`src/design/assert_macros.svh`:
```
// Assertion macros used by the top-level design file.
`ifndef ASSERT_MACROS_SVH
`define ASSERT_MACROS_SVH
// Implication checked every clock, disabled while in reset.
`define CHK_IMPLY(label, clk, rst, ante, cons, msg) \
  label: assert property (@(posedge clk) disable iff (rst) (ante) |-> (cons)) else $error(msg);
// Next-cycle implication, disabled while in reset.
`define CHK_NEXT(label, clk, rst, ante, cons, msg) \
  label: assert property (@(posedge clk) disable iff (rst) (ante) |=> (cons)) else $error(msg);
`endif

```
`src/design/afl_pkg.sv`:
```
// Package with the types and constants of the attitude filter and mixer.
`default_nettype none
package afl_pkg;

  typedef enum logic [3:0] {
    ST_IDLE,
    ST_SQRT,
    ST_CORDIC,
    ST_BLEND,
    ST_ERR,
    ST_MIX,
    ST_SAT,
    ST_OUT
  } state_t;

  localparam logic [2:0] REG_BLEND_WEIGHT    = 3'd0;
  localparam logic [2:0] REG_STEP_TIME       = 3'd1;
  localparam logic [2:0] REG_GAIN_ROLL       = 3'd2;
  localparam logic [2:0] REG_GAIN_PITCH      = 3'd3;
  localparam logic [2:0] REG_GAIN_ROLL_RATE  = 3'd4;
  localparam logic [2:0] REG_GAIN_PITCH_RATE = 3'd5;
  localparam logic [2:0] REG_GAIN_YAW_RATE   = 3'd6;

  // Arctangent of 2^-i in 2^-16 degree.
  function automatic logic [21:0] atan_entry(input logic [4:0] i);
    logic [21:0] r;
    case (i)
      5'd0: r = 22'd2949120;  5'd1: r = 22'd1740967; 5'd2: r = 22'd919880;
      5'd3: r = 22'd466945;   5'd4: r = 22'd234378;  5'd5: r = 22'd117303;
      5'd6: r = 22'd58666;    5'd7: r = 22'd29335;   5'd8: r = 22'd14668;
      5'd9: r = 22'd7334;     5'd10: r = 22'd3667;   5'd11: r = 22'd1833;
      5'd12: r = 22'd917;     5'd13: r = 22'd458;    5'd14: r = 22'd229;
      5'd15: r = 22'd115;     5'd16: r = 22'd57;     5'd17: r = 22'd29;
      5'd18: r = 22'd14;      5'd19: r = 22'd7;      5'd20: r = 22'd4;
      5'd21: r = 22'd2;       5'd22: r = 22'd1;      default: r = 22'd0;
    endcase
    return r;
  endfunction

endpackage
`default_nettype wire

```
`src/design/afl_cordic.sv`:
```
// Shared CORDIC vectoring unit: one rotation step per clock.
`default_nettype none
module afl_cordic import afl_pkg::*; #(
  parameter int CORDIC_STEPS = 16
) (
  input  wire logic               clk,
  input  wire logic               rst,
  input  wire logic               start,
  input  wire logic signed [34:0] y_in,
  input  wire logic signed [34:0] x_in,
  output logic                    done,
  output logic signed [31:0]      angle
);
  localparam int CW = 40;
  localparam logic [4:0] LAST = 5'(CORDIC_STEPS - 1);

  logic signed [CW-1:0] x, y;
  logic signed [31:0]   z;
  logic [4:0]           step;
  logic                 busy;

  assign angle = z;

  always_ff @(posedge clk) begin
    if (rst) begin
      busy <= 1'b0;
      done <= 1'b0;
    end else begin
      done <= start ? (x_in == 35'sd0 && y_in == 35'sd0) : (busy && step == LAST);
      if (start) begin
        step <= 5'd0;
        if (x_in == 35'sd0 && y_in == 35'sd0) begin
          z    <= 32'sd0;
        end else begin
          busy <= 1'b1;
          if (x_in < 0) begin
            z <= (y_in >= 0) ? 32'sd11796480 : -32'sd11796480;
            x <= -CW'(x_in);
            y <= -CW'(y_in);
          end else begin
            z <= 32'sd0;
            x <= CW'(x_in);
            y <= CW'(y_in);
          end
        end
      end else if (busy) begin
        if (y >= 0) begin
          x <= x + (y >>> step);
          y <= y - (x >>> step);
          z <= z + $signed({10'd0, atan_entry(step)});
        end else begin
          x <= x - (y >>> step);
          y <= y + (x >>> step);
          z <= z - $signed({10'd0, atan_entry(step)});
        end
        step <= step + 5'd1;
        if (step == LAST) begin
          busy <= 1'b0;
        end
      end
    end
  end
endmodule
`default_nettype wire
```
`config.mk`:
```
export PLATFORM = sky130hd
export DESIGN_NAME = afl_cordic
export DESIGN_NICKNAME = d
export VERILOG_FILES = /design/src/design/assert_macros.svh /design/src/design/afl_pkg.sv /design/src/design/afl_cordic.sv
export SDC_FILE = /design/constraint.sdc
export NUM_CORES = 1
export LEC_CHECK = 0
export ABC_AREA = 1
export BUFFER_PORTS_ARGS = -buffer_cell sky130_fd_sc_hd__buf_2
export CORE_AREA = 2 2 198 200
export CTS_BUF_LIST = sky130_fd_sc_hd__clkbuf_8 sky130_fd_sc_hd__clkbuf_16
export DETAILED_ROUTE_END_ITERATION = 10
export DIE_AREA = 0 0 200 202
export PLACE_DENSITY = 0.74
export SKIP_LAST_GASP = 1
export SYNTH_ARGS = -nofsm -noshare
export SYNTH_HDL_FRONTEND = slang
export SYNTH_SLANG_ARGS = --single-unit
```
`constraint.sdc`:
```
create_clock -name clk -period 12.6 [get_ports clk]
set_clock_uncertainty 0.2 [all_clocks]
set_input_delay 2.52 -clock clk [delete_from_list [all_inputs] [get_ports clk]]
set_output_delay 2.52 -clock clk [all_outputs]
set_load 0.01 [all_outputs]
```
# Yosys cells after proc, flatten, opt, wreduce, memory -nomap -nowiden
# Memories as Yosys holds them, arrays and structs flattened. A register that Yosys moved wholly into a read port is not among the register bits.
# Cells that the tools add are included.
word_totals:
  out_inout_bits: 33
  rom_bits: 1408
  in_bits: 73
  reg_bits: 119
  n_memories: 2
memory_table:
  columns: ["memory", "words", "width", "rd", "rd_ports_with_merged_regs", "write_ports", "line", "source"]
  rows:
  - ["(name not given)", 32, 22, 1, 1, 0, "afl_pkg.sv:27", "case (i)"]
  - ["(name not given)", 32, 22, 1, 1, 0, "afl_pkg.sv:27", null]
op_classes:
  magnitude_cmp: 3
  shift: 2
  eq_ne: 2
  bitwise_logic: 1
  reduce_logical: 7
  muxes: 34
  add_sub_neg: 9
ops:
  columns: ["op", "count"]
  rows:
  - ["40-bit two-way mux", 10]
  - ["32-bit two-way mux", 6]
  - ["22-bit two-way mux", 8]
  - ["40-bit adder", 2]
  - ["35-bit negator with 40-bit output", 2]
  - ["40-bit by 5-bit >>> shifter with 40-bit output", 2]
  - ["40-bit subtractor", 2]
  - ["35-bit logical NOT", 2]
  - ["40-bit by 1-bit greater-or-equal comparator with 1-bit output (second input constant)", 1]
  - ["35-bit by 1-bit greater-or-equal comparator with 1-bit output (second input constant)", 1]
  - ["35-bit by 1-bit less-than comparator with 1-bit output (second input constant)", 1]
  - ["32-bit by 23-bit adder with 32-bit output", 1]
  - ["32-bit by 23-bit subtractor with 32-bit output", 1]
  - ["5-bit two-way mux", 5]
  - ["5-bit by 1-bit adder with 5-bit output (second input constant)", 1]
  - ["5-bit by 4-bit == test with 1-bit output (second input constant)", 1]
  - ["1-bit two-way mux", 5]
  - ["3-bit AND reduction", 1]
  - ["1-bit logical AND", 2]
  - ["2-bit != test (second input constant)", 1]
  - ["2-bit AND reduction", 1]
  - ["2-bit nonzero test", 1]
  - ["1-bit NOT", 1]

# Depth between registers and ports, before layout
logic_depth:
  word_depth: 9
  mapped_depth: 35
  mapped_depth_nobuf: 33

# Worst setup path before layout
# Ideal clock, no wire load.
synth_timing:
  path_kind: "input -> register"
  startpoint: "in y_in[0]"
  endpoint: "reg x[0] (enable)"
  n_path_buf: 0
  required_time_ps: 11782
  setup_slack_ps: 3059
  arrival_ps: 8723
  stages: 11
  setup_time_ps: 618
  path_cell_list: "inv_1 -> ha_1 -> inv_1 -> nor2_1 -> nand3_1 -> nor2_1 -> nand3_1 -> nor3_1 -> nand3_1 -> nor4_1 -> nor3_1"
synth_between:
  elab_chain_len: 4
synth_rtl:
  columns: ["item", "line", "source"]
  rows:
  - ["from (decl)", "afl_cordic.sv:9", "input wire logic signed [34:0] y_in,"]
  - ["35-bit logical NOT", "afl_cordic.sv:32", "if (x_in == 35'sd0 && y_in == 35'sd0) begin"]
  - ["1-bit logical AND", "afl_cordic.sv:32", null]
  - ["2-bit != test (no line)", null, null]
  - ["3-bit AND reduction (no line)", null, null]
  - ["to (signal assigned)", "afl_cordic.sv:38", "x <= -CW'(x_in);"]
  - ["to (signal assigned)", "afl_cordic.sv:42", "x <= CW'(x_in);"]
  - ["to (signal assigned)", "afl_cordic.sv:48", "x <= x + (y >>> step);"]
  - ["to (decl)", "afl_cordic.sv:17", "logic signed [CW-1:0] x, y;"]
# No other way between the ends.
# A chain may end at the register's enable or synchronous reset.

# Final worst setup path
layout_timing:
  startpoint: "reg step[0]"
  endpoint: "reg x[21], data pin"
layout_between:
  elab_chain_len: 5
layout_rtl:
  columns: ["item", "line", "source"]
  rows:
  - ["from (decl)", "afl_cordic.sv:19", "logic [4:0] step;"]
  - ["from (signal assigned)", "afl_cordic.sv:56", "step <= step + 5'd1;"]
  - ["40-bit by 5-bit >>> shifter with 40-bit output (*)", "afl_cordic.sv:48, afl_cordic.sv:52", null]
  - ["40-bit subtractor / 40-bit adder (equally long branches)", "afl_cordic.sv:52, afl_cordic.sv:48", null]
  - ["40-bit two-way mux (*)", "afl_cordic.sv:47", "if (y >= 0) begin"]
  - ["40-bit two-way mux (*)", "afl_cordic.sv:46", "end else if (busy) begin"]
  - ["40-bit two-way mux (*)", "afl_cordic.sv:30", "if (start) begin"]
  - ["to (signal assigned)", "afl_cordic.sv:38", null]
  - ["to (signal assigned)", "afl_cordic.sv:48", null]
  - ["to (signal assigned)", "afl_cordic.sv:52", "x <= x - (y >>> step);"]
# Mark *: on every way between the ends. The rest lies on a longest branch, timed or not. The select of a mux whose other input is x is not followed.

==> flow_summary_export.csv <==
group,metric,value,unit
final_layout,final_common_cell,"nand2_1",
sta,fin_setup_tns,0,ns
sta,hold_violations,0,
setup_path,cp_max_fo,85,
yosys,synth.avg_cell_area,5.72,um^2
floorplan,initial_core_util,56.1,%
routing,viasPerCell,6.00,
final_layout,final_area,22800,um^2
yosys,netlist_area,21500,um^2
setup_path,path_class,"flip-flop to flip-flop",
sta,min_period,6.34,ns
power,ir_drop,0.000112,V
sta,clock.fmax,158,MHz
final_layout,fillers,4123,
place,hpwl,65.8,mm
power,p_leak,10.8,nW
clocking,numCtsBuffers,17,
yosys,yosys.area_share.simple,44.0,%
final_layout,fin_util,59.5,%
final_layout,multiInputGateArea,15600,um^2
routing,wl_per_cell,19.1,um
clocking,cts_tree,"done",
yosys,synth.distinct_cells,54,
clocking,ctsHoldBuffers,0,
floorplan,die_w,200,um
yosys,synth-seq-cells,141,
yosys,yosys.area_share.xor_xnor,3.83,%
final_layout,mostFrequentLayoutCells,"nand2_1 (1178), nand3_1 (542), nor2_1 (382), inv_1 (314), o21ai_0 (275)",
place,numPlacedInstances,4263,
final_layout,nets,3967,
setup_path,start_kind,"flip-flop",
final_layout,drive_gt1_share,5.24,%
status,outcome,"finished, final reports clean",
place,globalplace.congestion,1.03,
routing,ant_nets,0,
routing,drt_wl_total,81.9,mm
setup_path,required,12.60,ns
floorplan,placeableCoreArea,38300,um^2
grt,grt_overflow,0,
grt,grt_max_degree,86,
yosys,synthCells,3754,
yosys,synth-compound-area-share,17.2,%
sta,fin_crit_sh,50.3,%
routing,drc,0,
sta,relSlewSlack,27.5,%
power,power_density,145,nW/um^2
grt,grt_use_total,40.2,%
yosys,synthFlopType,"edfxtp_1",
floorplan,ios,106,
final_layout,area_growth_syn_to_layout,6.14,%
setup_path,endpoint_kind,"flip-flop",
clocking,cts_resized,0,
clocking,clk-insertion-delay-late,0.47,ns
yosys,synth-seq-area-share,18.6,%
floorplan,die_area,40400,um^2
routing,first_pass_iters,6,
place,io_buffers,105,
sta,finalMaxSlewViolations,0,
sta,finalSetupViolCount,0,
clocking,cts_sinks,141,
final_layout,stdcell_count,4298,
clocking,clock_path_buffers,2,
job,cap_violations,0,
clocking,post-cts-setup-buffer-count,0,
place,postPlaceCellArea,22200,um^2
yosys,synth-async-reset-ratio,0,%
setup_path,cp_data_arrival_time,6.34,ns
grt,antenna_found_initial,3,
yosys,ys_warn_count,0,
yosys,synth_edf_count,117,
floorplan,rows,72,
grt,grt_pass1_wl,126,mm
sta,worstMarginPinSlew,1.08,ns
floorplan,die_y,202,um
setup_path,rrSetupSlack,6.26,ns
clocking,cts_root_buffer,"clkbuf_16",
sta,rsz0062_at_grt,"false",
grt,grt_pass1_vias,22862,
final_layout,register_area,3990,um^2
yosys,syn-num-nets,3957,
yosys,synth_mux_area_share,0,%
clocking,htreeDepth,4,
routing,vias,25808,
clocking,path_clk_slew,0.07,ns
yosys,synth_top_family_by_area,"simple AND/OR/NAND/NOR gates",
routing,drt_iter0_drc,3186,
yosys,synth_adder_area_share,7.68,%
worst_hold_path,hold_class,"flip-flop to flip-flop",
==> critical path, cell delays in order (launching register included) <==
cell and delay [ns]:
edfxtp_1 0.37, buf_4 0.36, inv_2 0.11, buf_4 0.57, nand2_1 0.17, nand3_1 0.13, nand3_1 0.13, nand3_1 0.14
nand2_1 0.11, nand2_1 0.08, nand2_1 0.11, ha_1 0.26, nand2_1 0.22, nand2_1 0.11, xnor2_1 0.40, inv_1 0.09
ha_1 0.43, nand2_1 0.16, o21ai_0 0.72, a21oi_1 0.29, o21ai_0 0.44, nand2_1 0.09, nand2_1 0.10, a21oi_1 0.06
o21ai_0 0.10, o21ai_0 0.09
==> power breakdown <==
part | total [mW] | switching (mW) | internal [mW] | leakage, nW
logic | 2.07 | 1.42 | 0.650 | 9.20
clock network | 0.527 | 0.236 | 0.291 | 0.295
registers | 0.705 | 0.0938 | 0.612 | 1.33
==> kinds of logic (layout without fill, tap and decap cells) <==
family                     count (synthesis)  after routing
and+or+nand+nor                         2247           2247
adders and majority gates                130            130
DFF                                      141            141
other                                      0              4
buffers and inverters                    464            486
AOI/OAI and AO/OA                        678            678
xor gates and xnor gates                  94             94
==> path summary, 6_finish.rpt <==
kind / start / end / depth (start not counted)
worst max register to register: step[0]$_SDFFCE_PP0P_ / x[21]$_DFFE_PP_ / 25
worst min-delay path: busy$_SDFFE_PP0N_ / busy$_SDFFE_PP0N_ / 2
worst max-delay path: step[0]$_SDFFCE_PP0P_ / x[21]$_DFFE_PP_ / 25
worst min register to register: busy$_SDFFE_PP0N_ / busy$_SDFFE_PP0N_ / 2
==> metal layers <==
metal,vias to the layer above,global-route usage (%),routed length [um]
li1,12671,-,-
met1,11612,57.7,36000
met2,1355,58.0,33300
met3,168,7.24,8580
met4,2,18.8,4000
met5,-,0,13
==> synthesized netlist by cell type (all sizes together), types with 17 or more instances <==
cell type | n | share of area, %
nand4 | 40 | 1.2
xnor2 | 49 | 2.0
ha | 127 | 7.4
nand3 | 542 | 13
a21o | 22 | 0.77
xor2 | 45 | 1.8
nand2 | 1181 | 21
inv | 327 | 5.7
nor2 | 393 | 7.1
a21oi | 251 | 5.9
buf | 85 | 2.1
edfxtp | 117 | 16
dfxtp | 24 | 2.2
o21ai | 301 | 7.1
clkbuf | 50 | 0.87
nor4 | 17 | 0.50
a31oi | 29 | 0.85
nor3 | 56 | 1.4
==> final cells by class <==
type / count / share of cell area (%)
diodes: 4 / 0.0439
clock buffers: 20 / 2.20
clock inverters: 11 / 0.401
inverters: 329 / 5.42
multi-input cells: 3149 / 68.6
flip-flops and latches: 141 / 17.5
well taps: 518 / 2.84
repair buffers: 126 / 3.01
==> stage by stage <==
stage,power (mW),worst slack [ns],hold slack (ns)
after floorplan,2.12,3.06,0.264
after global placement,2.70,6.53,0.293
after detailed placement,2.70,6.55,0.296
after CTS,3.23,6.51,0.305
after global routing,3.54,5.81,0.319
final,3.30,6.26,0.306
(Power assumes the default switching activity.)
